[config.mk]
export PLATFORM = sky130hd
export DESIGN_NAME = multi_source_mixer_soft_limiter
export DESIGN_NICKNAME = d
export VERILOG_FILES = /design/src/rtl/msml_pkg.sv /design/src/rtl/msml_front.sv /design/src/rtl/msml_div_cell.sv /design/src/rtl/msml_back.sv /design/src/rtl/multi_source_mixer_soft_limiter.sv
export SDC_FILE = /design/constraint.sdc
export NUM_CORES = 2
export LEC_CHECK = 0
export BUFFER_PORTS_ARGS = -buffer_cell sky130_fd_sc_hd__buf_2
export CORE_MARGIN = 2
export CORE_UTILIZATION = 30
export CTS_CLUSTER_SIZE = 20
export DETAILED_ROUTE_END_ITERATION = 6
export SLEW_MARGIN = 20
export SYNTH_ARGS = -nofsm -noshare
export SYNTH_HDL_FRONTEND = slang
export SYNTH_SLANG_ARGS = --single-unit
[constraint.sdc]
create_clock -name i_clk -period 19.89 [get_ports i_clk]
set_input_delay 3.978 -clock i_clk [delete_from_list [all_inputs] [get_ports i_clk]]
set_output_delay 3.978 -clock i_clk [all_outputs]
set_load 0.02 [all_outputs]
[src/rtl/msml_pkg.sv]
`timescale 1ns / 1ps

package msml_pkg;

    // Stream field geometry
    localparam int SAMPLE_W    = 16;
    localparam int SRC_FIELDS  = 4;
    localparam int NUM_SOURCES = 4;
    localparam int NUM_USED    = (NUM_SOURCES < SRC_FIELDS) ? NUM_SOURCES : SRC_FIELDS;

    // Mix and gain widths
    localparam int SUM_W      = SAMPLE_W + $clog2(SRC_FIELDS);
    localparam int VOL_W      = 17;
    localparam int PROD_FRAC  = SAMPLE_W - 1 + 16;
    localparam int LIM_FRAC   = 24;
    localparam int SHIFT_DOWN = PROD_FRAC - LIM_FRAC;
    localparam int MAG_W      = SUM_W + VOL_W - SHIFT_DOWN;
    localparam int HEAD_W     = 22;
    localparam int OUT_SHIFT  = LIM_FRAC - (SAMPLE_W - 1);

    localparam logic [VOL_W-1:0]    VOL_UNITY = 17'd65536;
    localparam logic [LIM_FRAC-1:0] LIM_T     = 24'd13421773;
    localparam logic [HEAD_W-1:0]   LIM_HEAD  = 22'd3355443;
    localparam logic [MAG_W-1:0]    LIM_ONE   = MAG_W'(1) << LIM_FRAC;
    localparam logic [SAMPLE_W-1:0] SAMPLE_MAXPOS = {1'b0, {(SAMPLE_W-1){1'b1}}};

    // Configuration register map (word index)
    localparam int ADDR_W = 4;
    localparam logic [1:0] REG_VOLUME  = 2'd0;
    localparam logic [1:0] REG_MUTE    = 2'd1;
    localparam logic [1:0] REG_PLAYING = 2'd2;

    // Word handed from cell to cell in the divider row
    typedef struct packed {
        logic [MAG_W-1:0]    rem;
        logic [MAG_W-1:0]    dvs;
        logic [LIM_FRAC-1:0] quo;
        logic [LIM_FRAC-1:0] base;
        logic                neg;
        logic                last;
    } t_div_word;

endpackage

[src/rtl/msml_front.sv]
`timescale 1ns / 1ps

module msml_front import msml_pkg::*; (
    input  logic                           i_clk,
    input  logic                           i_rst_n,
    input  logic                           i_valid,
    output logic                           o_ready,
    input  logic [SRC_FIELDS*SAMPLE_W-1:0] i_samples,
    input  logic [SRC_FIELDS-1:0]          i_mask,
    input  logic                           i_last,
    input  logic                           i_audible,
    input  logic [VOL_W-1:0]               i_volume,
    output logic                           o_valid,
    input  logic                           i_ready,
    output t_div_word                      o_data
);

    logic               r_a_valid, r_a_neg, r_a_last;
    logic [SUM_W-1:0]   r_a_mag;
    logic               r_b_valid, r_b_neg, r_b_last;
    logic [MAG_W-1:0]   r_b_mag;
    logic               r_c_valid;
    t_div_word          r_c_data;

    logic               ready_a, ready_b, ready_c;
    logic signed [SUM_W-1:0] n_sum;
    logic               n_a_neg;
    logic [SUM_W-1:0]   n_a_mag;
    logic [SUM_W+VOL_W-1:0] prod;
    logic [MAG_W-1:0]   n_b_mag;
    logic [MAG_W-1:0]   excess;
    t_div_word          n_c_data;

    assign ready_c = !r_c_valid || i_ready;
    assign ready_b = !r_b_valid || ready_c;
    assign ready_a = !r_a_valid || ready_b;
    assign o_ready = ready_a;
    assign o_valid = r_c_valid;
    assign o_data  = r_c_data;

    // Add the audible sources; a silenced stream mixes to zero
    always_comb begin
        n_sum = '0;
        for (int n = 0; n < NUM_USED; n++) begin
            if (i_mask[n] && i_audible) begin
                n_sum = n_sum + SUM_W'(signed'(i_samples[n*SAMPLE_W +: SAMPLE_W]));
            end
        end
        n_a_neg = n_sum[SUM_W-1];
        n_a_mag = n_a_neg ? SUM_W'(-n_sum) : SUM_W'(n_sum);
    end

    assign prod    = r_a_mag * i_volume;
    assign n_b_mag = prod[SHIFT_DOWN +: MAG_W];

    // Split at the knee: below it the magnitude passes, above it the excess is divided
    always_comb begin
        excess        = r_b_mag - MAG_W'(LIM_T);
        n_c_data.neg  = r_b_neg;
        n_c_data.last = r_b_last;
        n_c_data.quo  = '0;
        if (r_b_mag <= MAG_W'(LIM_T)) begin
            n_c_data.base = r_b_mag[LIM_FRAC-1:0];
            n_c_data.rem  = '0;
            n_c_data.dvs  = LIM_ONE;
        end else begin
            n_c_data.base = LIM_T;
            n_c_data.rem  = excess;
            n_c_data.dvs  = LIM_ONE + excess;
        end
    end

    always_ff @(posedge i_clk) begin
        if (!i_rst_n) begin
            r_a_valid <= 1'b0;
            r_b_valid <= 1'b0;
            r_c_valid <= 1'b0;
        end else begin
            if (ready_a) r_a_valid <= i_valid;
            if (ready_b) r_b_valid <= r_a_valid;
            if (ready_c) r_c_valid <= r_b_valid;
        end
    end

    always_ff @(posedge i_clk) begin
        if (ready_a && i_valid) begin
            r_a_neg  <= n_a_neg;
            r_a_mag  <= n_a_mag;
            r_a_last <= i_last;
        end
        if (ready_b && r_a_valid) begin
            r_b_neg  <= r_a_neg;
            r_b_mag  <= n_b_mag;
            r_b_last <= r_a_last;
        end
        if (ready_c && r_b_valid) begin
            r_c_data <= n_c_data;
        end
    end

endmodule

[src/rtl/msml_div_cell.sv]
`timescale 1ns / 1ps

module msml_div_cell import msml_pkg::*; (
    input  logic      i_clk,
    input  logic      i_rst_n,
    input  logic      i_valid,
    output logic      o_ready,
    input  t_div_word i_data,
    output logic      o_valid,
    input  logic      i_ready,
    output t_div_word o_data
);

    logic          r_valid;
    t_div_word     r_data;
    t_div_word     n_data;
    logic          ready;
    logic [MAG_W:0] twice;
    logic          fits;

    assign ready   = !r_valid || i_ready;
    assign o_ready = ready;
    assign o_valid = r_valid;
    assign o_data  = r_data;

    // One restoring step: double the remainder, subtract the divisor when it fits
    always_comb begin
        n_data = i_data;
        twice  = {i_data.rem, 1'b0};
        fits   = twice >= {1'b0, i_data.dvs};
        if (fits) begin
            n_data.rem = MAG_W'(twice - {1'b0, i_data.dvs});
        end else begin
            n_data.rem = twice[MAG_W-1:0];
        end
        n_data.quo = {i_data.quo[LIM_FRAC-2:0], fits};
    end

    always_ff @(posedge i_clk) begin
        if (!i_rst_n) begin
            r_valid <= 1'b0;
        end else if (ready) begin
            r_valid <= i_valid;
        end
    end

    always_ff @(posedge i_clk) begin
        if (ready && i_valid) begin
            r_data <= n_data;
        end
    end

endmodule

[src/rtl/msml_back.sv]
`timescale 1ns / 1ps

module msml_back import msml_pkg::*; (
    input  logic                i_clk,
    input  logic                i_rst_n,
    input  logic                i_valid,
    output logic                o_ready,
    input  t_div_word           i_data,
    output logic                o_valid,
    input  logic                i_ready,
    output logic [SAMPLE_W-1:0] o_sample,
    output logic                o_last
);

    logic                    r_d_valid, r_d_neg, r_d_last;
    logic [HEAD_W-1:0]       r_d_add;
    logic [LIM_FRAC-1:0]     r_d_base;
    logic                    r_e_valid, r_e_last;
    logic [SAMPLE_W-1:0]     r_e_sample;

    logic                    ready_d, ready_e;
    logic [HEAD_W+LIM_FRAC-1:0] prod;
    logic [LIM_FRAC:0]       lim;
    logic [LIM_FRAC:0]       rnd;
    logic [SAMPLE_W-1:0]     mag;
    logic [SAMPLE_W-1:0]     n_e_sample;

    assign ready_e  = !r_e_valid || i_ready;
    assign ready_d  = !r_d_valid || ready_e;
    assign o_ready  = ready_d;
    assign o_valid  = r_e_valid;
    assign o_sample = r_e_sample;
    assign o_last   = r_e_last;

    assign prod = LIM_HEAD * i_data.quo;

    // Round the Q.24 magnitude half up, clip positive full scale, restore the sign
    always_comb begin
        lim = {1'b0, r_d_base} + (LIM_FRAC+1)'(r_d_add);
        rnd = lim + ((LIM_FRAC+1)'(1) << (OUT_SHIFT - 1));
        mag = rnd[OUT_SHIFT +: SAMPLE_W];
        if (r_d_neg) begin
            n_e_sample = SAMPLE_W'(-mag);
        end else if (mag > SAMPLE_MAXPOS) begin
            n_e_sample = SAMPLE_MAXPOS;
        end else begin
            n_e_sample = mag;
        end
    end

    always_ff @(posedge i_clk) begin
        if (!i_rst_n) begin
            r_d_valid <= 1'b0;
            r_e_valid <= 1'b0;
        end else begin
            if (ready_d) r_d_valid <= i_valid;
            if (ready_e) r_e_valid <= r_d_valid;
        end
    end

    always_ff @(posedge i_clk) begin
        if (ready_d && i_valid) begin
            r_d_add  <= prod[LIM_FRAC +: HEAD_W];
            r_d_base <= i_data.base;
            r_d_neg  <= i_data.neg;
            r_d_last <= i_data.last;
        end
        if (ready_e && r_d_valid) begin
            r_e_sample <= n_e_sample;
            r_e_last   <= r_d_last;
        end
    end

endmodule

[src/rtl/multi_source_mixer_soft_limiter.sv]
// Four-source audio mixer with volume and soft limiter.
// Input stream: s_axis_tdata carries four signed 16-bit samples, source 0 in
// the low bits; s_axis_tuser is the 4-bit mask of audible sources; s_axis_tlast
// marks the last sample of a buffer and comes back on m_axis_tlast.
// Output stream: m_axis_tdata is the mixed, scaled, limited 16-bit sample.
// Registers on the APB port: 0x0 volume (Q1.16, writes above unity clamp to
// unity), 0x4 mute, 0x8 playing. Output is zero while muted or stopped.
// The path: registered mix, gain and knee split stages, a row of 24
// divider cells that each resolve one quotient bit of the limiter curve, then
// a scaling register, then rounding and sign restore into the output register.
// Throughput is one sample per cycle when not stalled. Each stage holds its
// transaction when the next one is full, so a stall at m_axis_tready fills the
// empty stages first and s_axis_tready drops only when every stage holds a sample.
// Reset empties the pipeline and sets volume to unity, mute off, playing off.
// Write registers only while the pipeline is empty.
`timescale 1ns / 1ps

module multi_source_mixer_soft_limiter import msml_pkg::*; (
    input  logic                           i_clk,
    input  logic                           i_rst_n,
    input  logic                           s_axis_tvalid,
    output logic                           s_axis_tready,
    // src0_sample, src1_sample, src2_sample, src3_sample
    input  logic [SRC_FIELDS*SAMPLE_W-1:0] s_axis_tdata,
    // source_mask
    input  logic [SRC_FIELDS-1:0]          s_axis_tuser,
    input  logic                           s_axis_tlast,
    output logic                           m_axis_tvalid,
    input  logic                           m_axis_tready,
    // mixed_sample
    output logic [SAMPLE_W-1:0]            m_axis_tdata,
    output logic                           m_axis_tlast,
    input  logic                           psel,
    input  logic                           penable,
    input  logic                           pwrite,
    input  logic [ADDR_W-1:0]              paddr,
    input  logic [31:0]                    pwdata,
    output logic [31:0]                    prdata,
    output logic                           pready
);

    logic [VOL_W-1:0] r_volume;
    logic             r_mute;
    logic             r_playing;
    logic [VOL_W-1:0] n_volume;
    logic             wr_en;
    logic [1:0]       reg_idx;

    t_div_word        cell_data  [0:LIM_FRAC];
    logic             cell_valid [0:LIM_FRAC];
    logic             cell_ready [0:LIM_FRAC];

    assign pready  = 1'b1;
    assign wr_en   = psel && penable && pwrite;
    assign reg_idx = paddr[3:2];
    assign n_volume = (pwdata[VOL_W-1:0] > VOL_UNITY) ? VOL_UNITY : pwdata[VOL_W-1:0];

    always_ff @(posedge i_clk) begin
        if (!i_rst_n) begin
            r_volume  <= VOL_UNITY;
            r_mute    <= 1'b0;
            r_playing <= 1'b0;
        end else if (wr_en) begin
            unique case (reg_idx)
                REG_VOLUME:  r_volume  <= n_volume;
                REG_MUTE:    r_mute    <= pwdata[0];
                REG_PLAYING: r_playing <= pwdata[0];
                default: ;
            endcase
        end
    end

    always_comb begin
        unique case (reg_idx)
            REG_VOLUME:  prdata = 32'(r_volume);
            REG_MUTE:    prdata = 32'(r_mute);
            REG_PLAYING: prdata = 32'(r_playing);
            default:     prdata = '0;
        endcase
    end

    msml_front u_front (
        .i_clk     (i_clk),
        .i_rst_n   (i_rst_n),
        .i_valid   (s_axis_tvalid),
        .o_ready   (s_axis_tready),
        .i_samples (s_axis_tdata),
        .i_mask    (s_axis_tuser),
        .i_last    (s_axis_tlast),
        .i_audible (r_playing && !r_mute),
        .i_volume  (r_volume),
        .o_valid   (cell_valid[0]),
        .i_ready   (cell_ready[0]),
        .o_data    (cell_data[0])
    );

    for (genvar k = 0; k < LIM_FRAC; k++) begin : g_cell
        msml_div_cell u_cell (
            .i_clk   (i_clk),
            .i_rst_n (i_rst_n),
            .i_valid (cell_valid[k]),
            .o_ready (cell_ready[k]),
            .i_data  (cell_data[k]),
            .o_valid (cell_valid[k+1]),
            .i_ready (cell_ready[k+1]),
            .o_data  (cell_data[k+1])
        );
    end

    msml_back u_back (
        .i_clk    (i_clk),
        .i_rst_n  (i_rst_n),
        .i_valid  (cell_valid[LIM_FRAC]),
        .o_ready  (cell_ready[LIM_FRAC]),
        .i_data   (cell_data[LIM_FRAC]),
        .o_valid  (m_axis_tvalid),
        .i_ready  (m_axis_tready),
        .o_sample (m_axis_tdata),
        .o_last   (m_axis_tlast)
    );

endmodule
==> flow_metrics.env <==
export IMPL_outcome="finished clean"
export IMPL_cpMaxStageDelayCell="nor4_2"
export IMPL_grt_antenna_before_repair=8
export IMPL_row_count=249
export IMPL_die_w_um=684.1
export IMPL_cap_violations=0
export IMPL_synth_largest_area_cell="edfxtp_1"
export IMPL_synth_seq_area_share_pct=52.30
export IMPL_finalCriticalPeriod_ns=12.09
export IMPL_multi_input_area_sq_um=60010
export IMPL_start_kind="input port"
export IMPL_fmax_ghz=0.08273
export IMPL_p_sw_share_pct=20.24
export IMPL_timing_final_crit_share_pct=60.77
export IMPL_use_met1_pct=15.87
export IMPL_p_seq_share_pct=54.1
export IMPL_clock_latency_ns=0.93
export IMPL_setup_worst_path_class="in2out"
export IMPL_tns_ns=0
export IMPL_hold_violations=0
export IMPL_cts_clk_slew_worst_paths_ns=0.06
export IMPL_cts_setup_buffers=0
export IMPL_core_area_sq_um=460200
export IMPL_cts_root_buffer="clkbuf_16"
export IMPL_drtIter0Drc=5372
export IMPL_synthCells=11618
export IMPL_fp_dieH_um=684.1
export IMPL_hold_buffers=0
export IMPL_cts_max_level=4
export IMPL_synth_commonest_cells="edfxtp_1 (2385), inv_1 (1475), ha_1 (1086), nand2_1 (763), nor2_1 (712)"
export IMPL_synth_warnings=0
export IMPL_power_density_nw_per_um2=66.66
export IMPL_worst_path_most_repeated_cell="and3_1"
export IMPL_cts_buffer_depth=4
export IMPL_fill_cells=45427
export IMPL_comb_power_share_pct=2.0
export IMPL_grt_util_met2_pct=21.98
export IMPL_num_io_pins=164
export IMPL_worst_hold_slack_ns=0.3426
export IMPL_slowest_delay_ns=0.75
export IMPL_cts_num_sinks=2433
export IMPL_ir_drop_mv=0.06639
export IMPL_num_vias=84887
export IMPL_grtUsageMet3_pct=1.462
export IMPL_synth_edff_count=2385
export IMPL_ant_nets=0
export IMPL_leakagePower_nw=61.33
export IMPL_initial_core_util_pct=30.16
export IMPL_min_path_type="reg2reg"
export IMPL_grt_ovfl_total=0
export IMPL_grt_pass1_wl_mm=469.8
export IMPL_path_max_fanout=6
export IMPL_drt_pass1_iterations=5
export IMPL_register_area_sq_um=72580
export IMPL_area_growth_pct=11.78
export IMPL_grt_max_degree=73
export IMPL_grt_pass1_vias=84111
export IMPL_final_max_slew_viol_count=0
export IMPL_skew_ns=0.09382
export IMPL_p_clk_share_pct=43.9
export IMPL_place_area_sq_um=147200
export IMPL_drc_errors=0
export IMPL_cts_tree="built"
export IMPL_ctsResizeCount=0
export IMPL_worst_setup_path_end_kind="output port"
export IMPL_setup_viol=0
export IMPL_synthesis_area_sq_um=138800
export IMPL_drive_gt1_share_pct=8.559
export IMPL_power_switching_w=0.002093
export IMPL_worst_pin_slew_ns=1.131
export IMPL_routed_via_density=4.661
export IMPL_portBuffers=130
export IMPL_crit_arrival_ns=8.11
export IMPL_stdcell_area_sq_um=155100
export IMPL_synth_ff_type="edfxtp_1"
export IMPL_crit_chain="buf_2 > nor2b_1 > and3_1 > and3_1 > nand2_1 > nor4_2 > and3_1 > and3_1 > and3_1 > and2_0 > nand3_1 > buf_2"
export IMPL_wl_mm=296.8
export IMPL_max_slew_margin_rel_pct=24.43
export IMPL_cts_made_buffers=241
export IMPL_synthArstFlopShare_pct=0
export IMPL_netlist_cell_type_count=91
export IMPL_avgSynthCellArea_sq_um=11.94
export IMPL_post_drt_wl_per_cell_um=16.30
export IMPL_crit_required_ns=15.91
export IMPL_ys_ff_latch=2433
export IMPL_globalplace_congestion=0.8930
export IMPL_yosysMostFrequentCell="edfxtp_1"
export IMPL_post_synth_top_area_fraction_pct=51.61
export IMPL_busiest_layer="met2"
export IMPL_rsz0062_at_grt="no"
export IMPL_grt_usage_pct=12.44
export IMPL_nNetsFinal=13511
export IMPL_synth_area_leaders="edfxtp_1 (52%), ha_1 (9.8%), fa_1 (6.6%), inv_1 (4.0%), mux2_2 (2.8%)"
export IMPL_internal_power_w=0.008248
export IMPL_dieArea_sq_um=468000
export IMPL_hpwl_mm=228.4
worst max-delay path: cells and delay by family:
family,cells,cell delay [ns]
and+or+nand+nor,10,3.82
buffers and inverters,2,0.31
sequential cells by signal, indices dropped and copies added, names as in the netlist, 16 cells and up:
signal / cells
g_cell.u_cell.o_data: 2212
u_front.o_data: 58
u_front.r_b_mag: 28
g_cell.u_cell.o_valid: 24
u_back.r_d_base: 24
u_back.r_d_add: 22
u_front.r_a_mag: 18
r_volume: 17
u_back.o_sample: 16
final timing paths:
kind                          startpoint                           to  slack (ns)  depth (start not counted)
max                        m_axis_tready                s_axis_tready        7.80                         12
min          g_cell[16].u_cell.o_data[2]  g_cell[17].u_cell.o_data[2]        0.34                          0
max reg2reg                    r_playing          u_front.r_a_mag[14]       11.31                         29
min reg2reg  g_cell[16].u_cell.o_data[2]  g_cell[17].u_cell.o_data[2]        0.34                          0
final cells by class:
cell class              instances  area share, %
diodes                          8        0.01291
clock inverters               171          1.055
multi-input cells            7474          38.69
well taps                    6149          4.960
flip-flops and latches       2433          46.79
inverters                    1476          3.572
clock buffers                 272          4.004
repair buffers                231         0.9211
metrics by stage:
stage | power (W) | utilization (%) | instances | setup slack (ns)
2_1_floorplan | 0.005845 | - | 11632 | 6.949
3_3_place_gp | 0.005910 | 31.99 | 17762 | 7.775
3_5_place_dp | 0.005911 | 31.99 | 17762 | 7.780
4_1_cts | 0.01047 | 33.70 | 18205 | 7.759
5_1_grt | 0.01070 | 33.71 | 18213 | 7.511
6_report | 0.01034 | 33.71 | 18214 | 7.802
cell usage in the layout, fill, tap and decap left out, drive strengths merged, types with 214 or more instances in the layout:
| cell type | n |
|---|---|
| edfxtp | 2385 |
| inv | 1485 |
| ha | 1086 |
| nand2 | 763 |
| nor2 | 712 |
| a21oi | 701 |
| fa | 456 |
| o21ai | 403 |
| xnor2 | 402 |
| mux2 | 349 |
| a21o | 294 |
| clkbuf | 272 |
| buf | 231 |
| xor2 | 214 |
routing by layer:
layer	wire, um	up-vias	part of all wire [%]
met4	9015	0	3.0
met2	147700	1374	50
met5	0	-	0
met3	10200	459	3.4
li1	-	41957	-
met1	129900	41097	44
power by group through the flow:
stage | clock network (W) | logic, W | registers [W]
after global routing | 0.00487 | 0.000235 | 0.00559
after global placement | 0 | 0.000206 | 0.00570
after CTS | 0.00467 | 0.000209 | 0.00559
after floorplan | 0 | 0.000156 | 0.00569
after detailed placement | 0 | 0.000207 | 0.00570
final | 0.00454 | 0.000209 | 0.00559
kinds of logic after synthesis:
group	Yosys count	synth area share (%)
compound gates	2207	10.16
xor+xnor	616	3.888
fa+ha+maj	1545	16.39
buf+inv	1725	4.725
flops	2433	52.30
mux	388	3.113
other cells	2	0.005412
simple gates	2702	9.414
Power figures use the tool's default switching activity.
